[src/sv/nzc_pkg.sv]
// Shared types and constants for the near-plane triangle clipper.
`default_nettype none
package nzc_pkg;

  // Number of 32-bit coordinate words held per vertex: x y z w u v u2 v2.
  localparam int NWORDS = 8;

  // Coordinate word positions inside a vertex.
  localparam logic [2:0] W_X = 3'd0;
  localparam logic [2:0] W_Y = 3'd1;
  localparam logic [2:0] W_Z = 3'd2;
  localparam logic [2:0] W_W = 3'd3;
  localparam logic [2:0] W_U = 3'd4;
  localparam logic [2:0] W_V = 3'd5;
  localparam logic [2:0] W_U2 = 3'd6;
  localparam logic [2:0] W_V2 = 3'd7;

  // Interpolated channels: eight coordinate words, then four color bytes.
  localparam logic [3:0] CH_LAST = 4'd11;

  // Primitive assembly modes; the unused code behaves as separate triangles.
  localparam logic [1:0] MODE_TRI = 2'd0;
  localparam logic [1:0] MODE_STRIP = 2'd1;
  localparam logic [1:0] MODE_QUAD = 2'd2;

  // Configuration register indexes.
  localparam logic REG_NEAR_Z = 1'b0;
  localparam logic REG_PRIM_MODE = 1'b1;

  // Divider step counts: edge parameter (Q1.31) and reciprocal (2^32 / |w|).
  localparam logic [5:0] T_STEPS = 6'd31;
  localparam logic [5:0] R_STEPS = 6'd32;

  // Signed 32-bit saturation limits.
  localparam logic [31:0] SAT_MAX = 32'h7FFF_FFFF;
  localparam logic [31:0] SAT_MIN = 32'h8000_0000;

  typedef struct packed {
    logic [NWORDS-1:0][31:0] c;
    logic [31:0]             argb;
  } vtx_t;

  typedef enum logic [1:0] {
    MUL_INTERP,
    MUL_X,
    MUL_Y
  } mul_op_t;

  typedef enum logic [3:0] {
    ST_IDLE,
    ST_PLAN,
    ST_ENTRY,
    ST_TDIV,
    ST_IMUL,
    ST_IACC,
    ST_RSTART,
    ST_RDIV,
    ST_MX,
    ST_MY,
    ST_MYW,
    ST_OUT,
    ST_NEXT
  } state_t;

  // Commands from the controller to the datapath.
  typedef struct packed {
    logic       slot_wr;
    logic [1:0] slot_idx;
    logic       shift;
    logic       tri_sel;
    logic [1:0] vk;
    logic [1:0] vj;
    logic       t_start;
    logic       r_start;
    logic       inv_load;
    logic       mul_en;
    mul_op_t    mul_op;
    logic [3:0] ch;
    logic       w_ch_load;
    logic       w_copy;
    logic       x_load;
    logic       y_load;
    logic       emit;
    logic       last;
  } cmd_t;

  // Status from the datapath to the controller.
  typedef struct packed {
    logic [2:0] outside;
    logic       div_done;
    logic       out_free;
    logic [1:0] prim_mode;
  } sts_t;

endpackage
`default_nettype wire

[src/sv/nzc_ctrl.sv]
// Clipper controller: primitive assembly, clip case selection and step sequencing.
`default_nettype none
module nzc_ctrl (
  input  wire logic          clk,
  input  wire logic          rst_n,
  input  wire logic          cfg_we,
  input  wire logic          cfg_index,
  input  wire logic          in_valid,
  input  wire logic          in_strip_end,
  output logic               in_stall,
  output nzc_pkg::cmd_t      cmd,
  input  wire nzc_pkg::sts_t sts
);
  import nzc_pkg::*;

  state_t     state_r, state_nxt;
  logic [2:0] count_r, count_nxt;
  logic       tri_r, tri_nxt;
  logic       se_r, se_nxt;
  logic [1:0] ent_r, ent_nxt;
  logic [3:0] ch_r, ch_nxt;
  logic [1:0] mode;
  logic [2:0] ins;
  logic [1:0] n_in;
  logic [1:0] out_idx, in_idx, idx_a, idx_b;
  logic [1:0] vk, vj;
  logic       clip, last_ent;
  logic [1:0] slot;
  logic [2:0] cnt_inc;
  logic       need_tri;

  assign mode = (sts.prim_mode == 2'd3) ? MODE_TRI : sts.prim_mode;

  // Clip case of the current triangle.
  always_comb begin
    ins     = ~sts.outside;
    n_in    = 2'({1'b0, ins[0]} + {1'b0, ins[1]} + {1'b0, ins[2]});
    out_idx = sts.outside[2] ? 2'd2 : (sts.outside[1] ? 2'd1 : 2'd0);
    in_idx  = ins[2] ? 2'd2 : (ins[1] ? 2'd1 : 2'd0);
    idx_a   = (out_idx == 2'd2) ? 2'd0 : out_idx + 2'd1;
    idx_b   = (out_idx == 2'd0) ? 2'd2 : out_idx - 2'd1;
  end

  // Emitted vertex list: which corner, whether clipped and toward which corner.
  always_comb begin
    vk       = ent_r;
    vj       = in_idx;
    clip     = 1'b0;
    last_ent = (ent_r == 2'd2);
    if (n_in == 2'd2) begin
      last_ent = (ent_r == 2'd3);
      unique case (ent_r)
        2'd0: begin
          vk   = out_idx;
          vj   = idx_a;
          clip = 1'b1;
        end
        2'd1: vk = idx_a;
        2'd2: begin
          vk   = out_idx;
          vj   = idx_b;
          clip = 1'b1;
        end
        default: vk = idx_b;
      endcase
    end else if (n_in == 2'd1) begin
      unique case (ent_r)
        2'd1:    clip = sts.outside[1];
        2'd2:    clip = sts.outside[2];
        default: clip = sts.outside[0];
      endcase
    end
  end

  // Assembly count after the incoming vertex.
  always_comb begin
    slot     = count_r[1:0];
    cnt_inc  = {1'b0, slot} + 3'd1;
    need_tri = (mode == MODE_QUAD) ? (cnt_inc >= 3'd4) : (cnt_inc >= 3'd3);
  end

  always_ff @(posedge clk) begin
    if (!rst_n) begin
      state_r <= ST_IDLE;
      count_r <= '0;
      tri_r   <= 1'b0;
      se_r    <= 1'b0;
      ent_r   <= '0;
      ch_r    <= '0;
    end else begin
      state_r <= state_nxt;
      count_r <= count_nxt;
      tri_r   <= tri_nxt;
      se_r    <= se_nxt;
      ent_r   <= ent_nxt;
      ch_r    <= ch_nxt;
    end
  end

  // Next state and commands.
  always_comb begin
    state_nxt = state_r;
    count_nxt = count_r;
    tri_nxt   = tri_r;
    se_nxt    = se_r;
    ent_nxt   = ent_r;
    ch_nxt    = ch_r;
    in_stall  = 1'b1;
    cmd           = '0;
    cmd.mul_op    = MUL_INTERP;
    cmd.slot_idx  = slot;
    cmd.tri_sel   = tri_r;
    cmd.vk        = vk;
    cmd.vj        = vj;
    cmd.ch        = ch_r;
    cmd.last      = last_ent;
    unique case (state_r)
      ST_IDLE: begin
        in_stall = 1'b0;
        if (cfg_we && (cfg_index == REG_PRIM_MODE)) begin
          count_nxt = '0;
        end
        if (in_valid) begin
          cmd.slot_wr = 1'b1;
          if (need_tri) begin
            tri_nxt   = 1'b0;
            se_nxt    = in_strip_end;
            state_nxt = ST_PLAN;
          end else begin
            count_nxt = in_strip_end ? 3'd0 : cnt_inc;
          end
        end
      end
      ST_PLAN: begin
        ent_nxt   = '0;
        state_nxt = (n_in == 2'd0) ? ST_NEXT : ST_ENTRY;
      end
      ST_ENTRY: begin
        if (clip) begin
          cmd.t_start = 1'b1;
          state_nxt   = ST_TDIV;
        end else begin
          cmd.w_copy = 1'b1;
          state_nxt  = ST_RSTART;
        end
      end
      ST_TDIV: begin
        ch_nxt = '0;
        if (sts.div_done) begin
          state_nxt = ST_IMUL;
        end
      end
      ST_IMUL: begin
        cmd.mul_en = 1'b1;
        state_nxt  = ST_IACC;
      end
      ST_IACC: begin
        cmd.w_ch_load = 1'b1;
        ch_nxt        = ch_r + 4'd1;
        state_nxt     = (ch_r == CH_LAST) ? ST_RSTART : ST_IMUL;
      end
      ST_RSTART: begin
        cmd.r_start = 1'b1;
        state_nxt   = ST_RDIV;
      end
      ST_RDIV: begin
        if (sts.div_done) begin
          cmd.inv_load = 1'b1;
          state_nxt    = ST_MX;
        end
      end
      ST_MX: begin
        cmd.mul_en = 1'b1;
        cmd.mul_op = MUL_X;
        state_nxt  = ST_MY;
      end
      ST_MY: begin
        cmd.x_load = 1'b1;
        cmd.mul_en = 1'b1;
        cmd.mul_op = MUL_Y;
        state_nxt  = ST_MYW;
      end
      ST_MYW: begin
        cmd.y_load = 1'b1;
        state_nxt  = ST_OUT;
      end
      ST_OUT: begin
        if (sts.out_free) begin
          cmd.emit  = 1'b1;
          ent_nxt   = ent_r + 2'd1;
          state_nxt = last_ent ? ST_NEXT : ST_ENTRY;
        end
      end
      ST_NEXT: begin
        if ((mode == MODE_QUAD) && !tri_r) begin
          tri_nxt   = 1'b1;
          state_nxt = ST_PLAN;
        end else begin
          cmd.shift = (mode == MODE_STRIP);
          count_nxt = (se_r || (mode != MODE_STRIP)) ? 3'd0 : 3'd2;
          state_nxt = ST_IDLE;
        end
      end
      default: state_nxt = ST_IDLE;
    endcase
  end

`ifndef SYNTHESIS
  a_done_where_waited: assert property (@(posedge clk) disable iff (!rst_n)
    sts.div_done |-> (state_r == ST_TDIV || state_r == ST_RDIV))
    else $error("divider finished outside a wait state");
  a_entry_in_range: assert property (@(posedge clk) disable iff (!rst_n)
    (state_r == ST_ENTRY && n_in != 2'd2) |-> (ent_r != 2'd3))
    else $error("vertex list overrun");
  a_count_bound: assert property (@(posedge clk) disable iff (!rst_n)
    count_r <= 3'd3) else $error("assembly count out of range");
`endif
endmodule
`default_nettype wire

[config.mk]
export PLATFORM = sky130hd
export DESIGN_NAME = nzc_ctrl
export DESIGN_NICKNAME = d
export VERILOG_FILES = /design/src/sv/nzc_pkg.sv /design/src/sv/nzc_ctrl.sv
export SDC_FILE = /design/constraint.sdc
export NUM_CORES = 1
export LEC_CHECK = 0
export BUFFER_PORTS_ARGS = -buffer_cell sky130_fd_sc_hd__buf_2
export CAP_MARGIN = 20
export CORE_UTILIZATION = 25
export DETAILED_ROUTE_END_ITERATION = 6
export HOLD_SLACK_MARGIN = 0.05
export PLACE_DENSITY_LB_ADDON = 0.2
export SLEW_MARGIN = 30
export SYNTH_ARGS = -nofsm -noshare
export SYNTH_HDL_FRONTEND = slang
export SYNTH_SLANG_ARGS = --single-unit
[constraint.sdc]
create_clock -name clk -period 2.2 [get_ports clk]
set_clock_uncertainty 0.15 [all_clocks]
set_input_delay 0.44 -clock clk [delete_from_list [all_inputs] [get_ports clk]]
set_output_delay 0.44 -clock clk [all_outputs]
set_load 0.02 [all_outputs]
Word-level counts from Yosys, hierarchy flattened
Index checks and enable logic that the tools add are counted.
- register bits after elaboration: 15
- $add $sub $neg: 7
- order comparisons: 2
- equal/unequal tests: 30
- mux-type cells: 61
- bitwise operators: 1
- reduce and logical (&&, ||, !) cells: 18
- operators with widths (kind ; number):
    $pmux 4 s13 ; 1
    $mux 1 ; 29
    $mux 4 ; 7
    $eq 4x4->1 const B ; 6
    $mux 2 ; 10
    $mux 3 ; 6
    $eq 4x3->1 const B ; 4
    $pmux 2 s2 ; 4
    $ne 2x2->1 const B ; 7
    $eq 2x2->1 const B ; 6
    $eq 4x2->1 const B ; 2
    $pmux 4 s2 ; 1
    $eq 2x1->1 const B ; 3
    $logic_not 2->1 ; 3
    $pmux 3 s2 ; 1
    $reduce_bool 2->1 ; 3
    $reduce_and 5->1 ; 1
    $add 2x1->2 const B ; 2
    $add 4x1->4 const B ; 1
    $eq 4x1->1 const B ; 1
    $logic_not 4->1 ; 1
    $pmux 1 s2 ; 2
    $reduce_and 2->1 ; 2
    $reduce_and 4->1 ; 1
    other kinds (14) ; 15

Depth between registers and ports, before layout
Gate-level depths: netlist (run 1).
- depth in word-level cells: 8
- depth in mapped cells: 7

Worst setup path before layout (run 1)
OpenSTA, ideal clock, no wires.
- kind: input to output
- start point: input sts[4] in the netlist's numbering
- end point: output cmd[4] in the netlist's numbering
- arrival: 2121 ps
- required time: 1610 ps
- setup slack: -511 ps
- stages on the path: 5
- buffers on the path: 1
- cell sequence: fa_1 nand2b_2 buf_6 nor2_1 nor4b_1
- RTL lines (what ; RTL line ; RTL):
    start: declaration ; nzc_ctrl.sv:12 ; input wire nzc_pkg::sts_t sts
    end: declaration ; nzc_ctrl.sv:11 ; output nzc_pkg::cmd_t cmd,

==> impl_metrics.toml, run 1 <==
[drt]
detail_route.iter0.violations = 30
route.vias.total = 1552
wirelength_um = 4010
detailedRoute.firstPassIterationCount = 4
viasPerCell = 4.80
drt.antenna.violating_nets = 0
wire_length_per_cell_um = 12.4
dr_drc_count = 0

[final_layout]
diodes = 0
finalNetCount = 275
utilization_pct = 39.4
flow.area_growth_from_synthesis_pct = 52.1
most-common-layout-cells = "sky130_fd_sc_hd__buf_4, sky130_fd_sc_hd__buf_2, sky130_fd_sc_hd__nand2_1"
final_layout_size_suffix_gt1_share_pct = 45.4
mostFrequentLayoutCell = "sky130_fd_sc_hd__buf_4"

[yosys]
ys_seq_area_share_pct = 19.8
synth.yosys.warnings = 0
synthSimpleGateAreaFrac_pct = 35.3
mappedNetlistNets = 208
async_flop_share_pct = 0
post_synth_fa_ha_maj_area_fraction_pct = 9.35
ys_seq_elements = 14
synth_cell_types = 56
post_synth_mux_area_share_pct = 3.70
netlist_area_um2 = 1420
yosys_most_used_dff = "sky130_fd_sc_hd__dfxtp_1"
syn_inst = 185
yosys.area_share.xor_xnor_pct = 0
synth-compound-area-share_pct = 22.7
main_combinational_cell_family_by_area_after_synthesis = "simple AND/OR/NAND/NOR gates"
synthesis.area_per_instance_um2 = 7.67
synth_edf_count = 0

[clock_network]
clock-sinks = 14
clk-insertion-delay-late_ps = 250
cts_root_buf = "sky130_fd_sc_hd__clkbuf_8"
clkSlewWorstSetupHoldPaths_ps = 60
tritoncts = "built"
cts-root-to-sink-buffers = 2
clock_buffers_created_by_tritoncts = 3
cts-htree-levels = 1

[worst_setup_path]
path_max_fanout = 4
cp_data_arrival_time_ps = 1850
crit_path_end_kind = "primary output"
worst-setup-path-type = "input port to primary output"
startpoint_type = "input port"
critPathRequiredTime_ps = 1610

[timing]
period_utilization_post_route_pct = 111
timing.final.max_slew_violations = 0
setup-violations-final = 7
worst_pin_slew_ps = 438
period_minus_slack_ps = 2440
rsz0062_at_grt = "true"
hold_viol_final = 0
slew_headroom_pct = 70.5
worst_hold_margin_ps = 366
clock.fmax_ghz = 0.410
postLayoutSetupSlackWorst_ps = -242

[grt]
grt_first_pass_wirelength_um = 6930
vias_in_the_first_global_route = 1550
antenna_found_initial = 0
grt_start_max_net_pins = 16
gr-usage-all-layers_pct = 14.1
grt_overflow_total = 0

[power]
total_power_uw = 1540
cellPowerDensity_nw_per_um2 = 712
peakVddDrop_v = 0.000304
leakage_uw = 0.000968

[run_status]
failed_checks = "setup timing"
result_of_the_run = "finished, violations left"

[die]
floorplan.rows = 27
floorplan.core_area_um2 = 5470
floorplan.die.width_um = 77.3
fp.dieArea_um2 = 5980
ios = 39
start_util_pct = 25.9
die-height_um = 77.3

[place]
dp_hpwl_um = 3070
gp_routability_congestion = 0.776
io_buffer_count = 38

[run]
max_cap_viol_count = 0

[worst_hold_path]
hp-class = "input port to flop"
timing repair:
action	4_1_cts	5_1_grt
gates resized for setup	31	22
endpoints found under the setup margin	10	16
setup buffers	4	2
gates cloned	0	0
hold buffers	0	0
pin swaps	11	10
per-layer routing:
| layer | part of all wire (%) | track usage, % | wire length, um | up-vias |
|---|---|---|---|---|
| met5 | 0 | 0 | 0 | - |
| met4 | 1.1 | 4.91 | 43 | 0 |
| met3 | 2.1 | 1.65 | 83 | 4 |
| met2 | 50 | 24.8 | 2020 | 29 |
| met1 | 47 | 17.7 | 1870 | 728 |
| li1 | - | - | - | 791 |
flip-flops by register name (all words and copies together) (netlist names):
name	flops
state_r	4
ent_r	2
tri_r	1
ch_r	4
se_r	1
count_r	2
Yosys cell counts, drive strengths merged (2+ instances only):
cell | count | area (um2)
a2111oi | 2 | 23.8
a211oi | 2 | 15.0
a21boi | 2 | 15.0
a21o | 2 | 16.3
a21oi | 6 | 30.0
a31oi | 2 | 12.5
and2 | 6 | 37.5
and3 | 3 | 18.8
buf | 12 | 97.6
dfxtp | 14 | 280
ha | 9 | 113
inv | 8 | 30.0
mux2 | 2 | 22.5
mux2i | 3 | 30.0
nand2 | 20 | 75.1
nand2b | 6 | 40.0
nand3 | 3 | 15.0
nand3b | 3 | 22.5
nand4 | 2 | 12.5
nor2 | 18 | 67.6
nor2b | 11 | 68.8
nor3 | 6 | 30.0
nor3b | 3 | 22.5
nor4 | 2 | 33.8
o211a | 2 | 20.0
o21a | 2 | 15.0
o21ai | 12 | 60.1
o22ai | 3 | 18.8
o32ai | 2 | 17.5
or3b | 2 | 17.5
worst max-delay path, cell delays in order:
cell	delay (ps)
sky130_fd_sc_hd__buf_8	100
sky130_fd_sc_hd__fa_2	650
sky130_fd_sc_hd__nand2b_4	80
sky130_fd_sc_hd__nor2_4	120
sky130_fd_sc_hd__buf_6	120
sky130_fd_sc_hd__o21ai_2	40
sky130_fd_sc_hd__a21o_1	180
sky130_fd_sc_hd__buf_6	130
power breakdown:
part	leakage [uW]	internal (uW)	switching [uW]
clock	0.0000288	159	97.4
combinational	0.000824	440	474
sequential	0.000115	292	74.2
total	0.000968	891	646
cell families after synthesis:
kind of cell,count (synthesis)
fa+ha+maj,10
mux,5
buf+inv,21
flops,14
simple gates,89
compound gates,46
final cells by class:
cell class                 instances  area (um2)
timing repair buffer              75         529
multi-input combinational        150        1170
inverter                           8        30.0
clock buffer                       4        55.1
fill                             601        3310
tap                               72        90.1
sequential                        14         285
through the flow:
stage / area, um2 / TNS (ps) / std cells / setup slack (ps)
floorplan: 1450 / -598 / 185 / -227
global placement: 1860 / -2700 / 313 / -429
detailed placement: 1860 / -2840 / 313 / -444
CTS: 2080 / -1820 / 321 / -268
global route: 2160 / -2020 / 323 / -363
finish: 2160 / -1380 / 323 / -242
worst paths after layout:
path                startpoint         end  slack, ps  cells after the start
setup reg to reg      ent_r[0]  state_r[0]        200                      9
hold reg to reg           se_r        se_r        400                      2
setup / recovery        sts[4]     cmd[16]       -240                      8
hold / removal    in_strip_end        se_r        370                      3
Power figures use the tool's default switching activity.
==> run 2, diff against run 1 <==
PLACE_DENSITY_LB_ADDON = unset   (was 0.2)
==> run 2 against run 1 <==
  * The flow still finishes with violations (setup timing)
  * Non-clock buffer count is 3 lower
  * Count of clock-buffer cells in the layout stayed put
  * Critical path depth is 2 lower
==> impl_metrics.toml, run 2 (synthesis results as in run 1) <==
[run_status]
result_of_the_run = "finished, violations left"
failed_checks = "setup timing"

[grt]
grt_overflow_total = 0
antenna_found_initial = 0
vias_in_the_first_global_route = 1498
grt_first_pass_wirelength_um = 6620
grt_start_max_net_pins = 16
gr-usage-all-layers_pct = 13.5

[die]
floorplan.die.width_um = 77.3
die-height_um = 77.3
start_util_pct = 25.9
fp.dieArea_um2 = 5980
floorplan.rows = 27
floorplan.core_area_um2 = 5470
ios = 39

[clock_network]
clock_buffers_created_by_tritoncts = 3
cts_root_buf = "sky130_fd_sc_hd__clkbuf_8"
cts_hold_buf = 0
clk-insertion-delay-late_ps = 240
tritoncts = "built"
cts-htree-levels = 1
cts-root-to-sink-buffers = 2
clkSlewWorstSetupHoldPaths_ps = 60
clock-sinks = 14

[place]
io_buffer_count = 38
placed_cells_incl_taps = 311
gp_routability_congestion = 0.817
dp_hpwl_um = 2870
placed_area_um2 = 1850

[worst_setup_path]
reg2reg_setup_slack_ps = 210
reg2reg_to = "state_r[0]"
worstRegToRegCells = 10
path_max_fanout = 4
worst-setup-path-type = "input port to primary output"
worstReg2RegStart = "ent_r[1]"
cp_data_arrival_time_ps = 1870
crit_path_end_kind = "primary output"
critPathRequiredTime_ps = 1610
startpoint_type = "input port"

[drt]
detailedRoute.firstPassIterationCount = 4
detail_route.iter0.violations = 61
viasPerCell = 4.73
wirelength_um = 3860
route.vias.total = 1512
wire_length_per_cell_um = 12.1
dr_drc_count = 0
drt.antenna.violating_nets = 0

[final_layout]
flow.area_growth_from_synthesis_pct = 50.3
stdcell_area_um2 = 2130
finalNetCount = 272
final_layout_size_suffix_gt1_share_pct = 45.2
mostFrequentLayoutCell = "sky130_fd_sc_hd__buf_4"
finalNonFillerCells = 320
most-common-layout-cells = "sky130_fd_sc_hd__buf_4, sky130_fd_sc_hd__buf_2, sky130_fd_sc_hd__nand2_1"
diodes = 0
layout_top_registers = "ch_r: 4 flops, state_r: 4 flops"

[timing]
worst_hold_margin_ps = 346
slew_headroom_pct = 70.2
setup-violations-final = 7
period_minus_slack_ps = 2460
timing.final.max_slew_violations = 0
worst_pin_slew_ps = 442
hold_viol_final = 0
timing.setup.tns_ps = -1520
clock.fmax_ghz = 0.407
postLayoutSetupSlackWorst_ps = -256
period_utilization_post_route_pct = 112
rsz0062_at_grt = "true"

[worst_hold_path]
timing.hold.worst_endpoint = "se_r"
worstHoldStart = "in_strip_end"
worst_hold_path.num_cells = 3
hp-class = "input port to flop"

[power]
total_power_uw = 1500
peakVddDrop_v = 0.000213
cellPowerDensity_nw_per_um2 = 703
leakage_uw = 0.000943

[run]
max_cap_viol_count = 0
[run 2: cell types whose count changed in the layout (fill, tap and decap cells not counted), sizes merged]
cell / change
buf: -3
[run 2: per-stage QoR]
stage / setup slack (ps) / util, %
6_report: -256 / 39.0
5_1_grt: -328 / 39.0
4_1_cts: -257 / 38.0
3_5_place_dp: -462 / 33.7
3_3_place_gp: -456 / 33.7
2_1_floorplan: -227 / -
[run 2: layout make-up]
class,instances,area (um2)
clock buffers,4,55.1
repair buffers,72,483
fillers,577,3340
flip-flops and latches,14,287
inverters,8,30.0
well taps,72,90.1
multi-input cells,150,1190
[run 2: worst max-delay path by stage]
stage	cells past startpoint	startpoint	slack, ps	end
2_1_floorplan	4	sts[6]	-230	cmd[15]
3_3_place_gp	6	sts[6]	-460	cmd[15]
3_5_place_dp	6	sts[6]	-460	cmd[15]
4_1_cts	6	sts[4]	-260	cmd[4]
5_1_grt	8	ent_r[1]	-330	cmd[15]
6_report	6	sts[4]	-260	cmd[15]
[run 2: repair_timing]
item	CTS	global route
buffers inserted	4	1
setup endpoints to repair	8	13
pin swaps	8	4
gates resized for setup	35	11
[run 2: worst max-delay path, stage by stage]
cell and delay (ps):
sky130_fd_sc_hd__buf_8 100, sky130_fd_sc_hd__fa_2 520, sky130_fd_sc_hd__a2111oi_4 330, sky130_fd_sc_hd__nor2_2 90, sky130_fd_sc_hd__nor4_4 180, sky130_fd_sc_hd__buf_4 190
[run 2: routing by layer]
metal	vias up	GRT usage, %	part of all wire (%)
met3	2	2.00	2.3
li1	786	-	-
met5	-	0	0
met2	22	25.3	52
met1	702	15.7	45
met4	0	3.77	0.29
[run 2: report_power, final]
group          switching (uW)  internal [uW]  leakage [uW]  total, uW
sequential               87.4            294      0.000116        382
combinational             442            422      0.000798        864
clock                    95.1            158     0.0000288        254
==> run 3, diff against run 2 <==
CORE_ASPECT_RATIO = 1.4   (was unset)
==> run 3 against run 2 <==
  * The run still ends with setup timing left
  * Sequential share of layout area decreased by 0.23 points
  * Wire length up 8.7%
  * Worst setup slack worse by 35 ps
  * Non-clock buffer count fell by 2
  * Clock power grew 3%
  * Design area is 1.8% higher
  * Critical path type is now flop to primary output
==> impl_metrics.toml, run 3 (synthesis results as in run 1) <==
[run_status]
result_of_the_run = "finished, violations left"
failed_checks = "setup timing"

[clock_network]
clkSlewWorstSetupHoldPaths_ps = 60
tritoncts = "built"
cts_hold_buf = 0
cts_root_buf = "sky130_fd_sc_hd__clkbuf_8"
cts-htree-levels = 1
clock_buffers_created_by_tritoncts = 3
cts-root-to-sink-buffers = 2
clock-sinks = 14
clk-insertion-delay-late_ps = 250

[final_layout]
final.fill_count = 564
final_layout_size_suffix_gt1_share_pct = 45.1
flow.area_growth_from_synthesis_pct = 52.9
utilization_pct = 39.6
finalNonFillerCells = 314
finalNetCount = 270
mostFrequentLayoutCell = "sky130_fd_sc_hd__buf_2"
diodes = 0
layout_top_registers = "ch_r: 4 flops, state_r: 4 flops"
most-common-layout-cells = "sky130_fd_sc_hd__buf_2, sky130_fd_sc_hd__buf_4, sky130_fd_sc_hd__nand2_1"

[die]
ios = 39
die-height_um = 91.1
floorplan.die.width_um = 65.7
fp.dieArea_um2 = 5990
start_util_pct = 25.9
floorplan.core_area_um2 = 5490
floorplan.rows = 32

[timing]
timing.final.max_slew_violations = 0
clock.fmax_ghz = 0.402
setup-violations-final = 7
worst_pin_slew_ps = 415
hold_viol_final = 0
postLayoutSetupSlackWorst_ps = -290
period_minus_slack_ps = 2490
rsz0062_at_grt = "true"
period_utilization_post_route_pct = 113
slew_headroom_pct = 72.1

[worst_setup_path]
path_max_fanout = 3
cp_data_arrival_time_ps = 1900
startpoint_type = "flop"
worst-setup-path-type = "flop to primary output"
cp_slowest_stage_delay_ps = 350
critPathRequiredTime_ps = 1610
timing.critical_path.cells = "inv_2 -> buf_6 -> ha_2 -> a21boi_4 -> a2111oi_4 -> nor2_2 -> nor4_4 -> buf_4"
reg2reg_setup_slack_ps = 210
cpLargestDelayFamily = "compound AO/OA/AOI/OAI gates"
crit_path_end_kind = "primary output"
worst_path_max_delay_cell = "sky130_fd_sc_hd__a2111oi_4"
crit_path_buf_inv_count = 3

[power]
cellPowerDensity_nw_per_um2 = 693
peakVddDrop_v = 0.000489
total_power_uw = 1500
leakage_uw = 0.000963

[drt]
route.met3.wl_um = 144
top_signal_layer_used = "met4"
detailedRoute.firstPassIterationCount = 4
wire_length_per_cell_um = 13.4
wirelength_um = 4190
viasPerCell = 5.08
wl_met2_um = 2330
detail_route.iter0.violations = 42
drt.antenna.violating_nets = 0
route.vias.total = 1594
dr_drc_count = 0
route.layer.met1.wl_um = 1630

[grt]
vias_in_the_first_global_route = 1485
grt_overflow_total = 0
grt_start_max_net_pins = 16
grt_first_pass_wirelength_um = 6710
antenna_found_initial = 0
gr-usage-all-layers_pct = 14.1

[place]
io_buffer_count = 38
placed_cells_incl_taps = 305
gp_routability_congestion = 0.816
dp_hpwl_um = 3040
pre_cts_slack_ps = -484

[worst_hold_path]
hp-class = "input port to flop"

[run]
max_cap_viol_count = 0
## run 3: changes by cell type in the layout (fill, tap and decap cells not counted), sizes merged
cell / previous run / this run
buf: 72 / 70
## run 3: report_power, final
part / internal [uW] / total, uW / switching, uW
logic: 411 / 872 / 460
clock network: 159 / 261 / 102
registers: 292 / 371 / 78.5
## run 3: final timing paths
path                     start    endpoint  cells past startpoint
setup / recovery      ent_r[0]     cmd[15]                      8
hold / removal    in_strip_end        se_r                      3
setup reg to reg      ent_r[0]  state_r[2]                      9
hold reg to reg           se_r        se_r                      2
## run 3: cell type report
cell class / count / area [um2] / area share (%)
clock buffer: 4 / 55.1 / 2.54
inverter: 8 / 30.0 / 1.38
multi-input combinational: 150 / 1200 / 55.5
sequential: 14 / 287 / 13.2
tap: 68 / 85.1 / 3.92
timing repair buffer: 70 / 508 / 23.4
## run 3: layer usage
layer / vias to the layer above / GRT usage (%)
li1: 791 / -
met1: 754 / 15.3
met2: 41 / 26.4
met3: 8 / 1.76
met4: 0 / 5.25
met5: - / 0
## run 3: metrics by stage
| step | TNS [ps] | hold slack [ps] | instance area [um2] |
|---|---|---|---|
| after floorplan | -598 | 336 | 1450 |
| after global placement | -2300 | 379 | 1830 |
| after detailed placement | -2520 | 392 | 1830 |
| after CTS | -1370 | 344 | 2100 |
| after global routing | -2090 | 351 | 2170 |
| final | -1600 | 344 | 2170 |
## run 3: worst register-to-register path, stage by stage (launching register included)
cell                        delay [ps]
sky130_fd_sc_hd__dfxtp_2           320
sky130_fd_sc_hd__inv_2              80
sky130_fd_sc_hd__buf_6             120
sky130_fd_sc_hd__ha_2              210
sky130_fd_sc_hd__a21boi_4           70
sky130_fd_sc_hd__a2111oi_4         350
sky130_fd_sc_hd__buf_4             180
sky130_fd_sc_hd__nor4b_4            40
sky130_fd_sc_hd__buf_4             140
sky130_fd_sc_hd__o211a_1           220
## run 3: repair_timing
item,in CTS,in global routing
endpoints found under the hold margin,0,0
resized for setup,43,14
setup endpoints to repair,8,10
pin swaps,8,4
buffers inserted,4,1
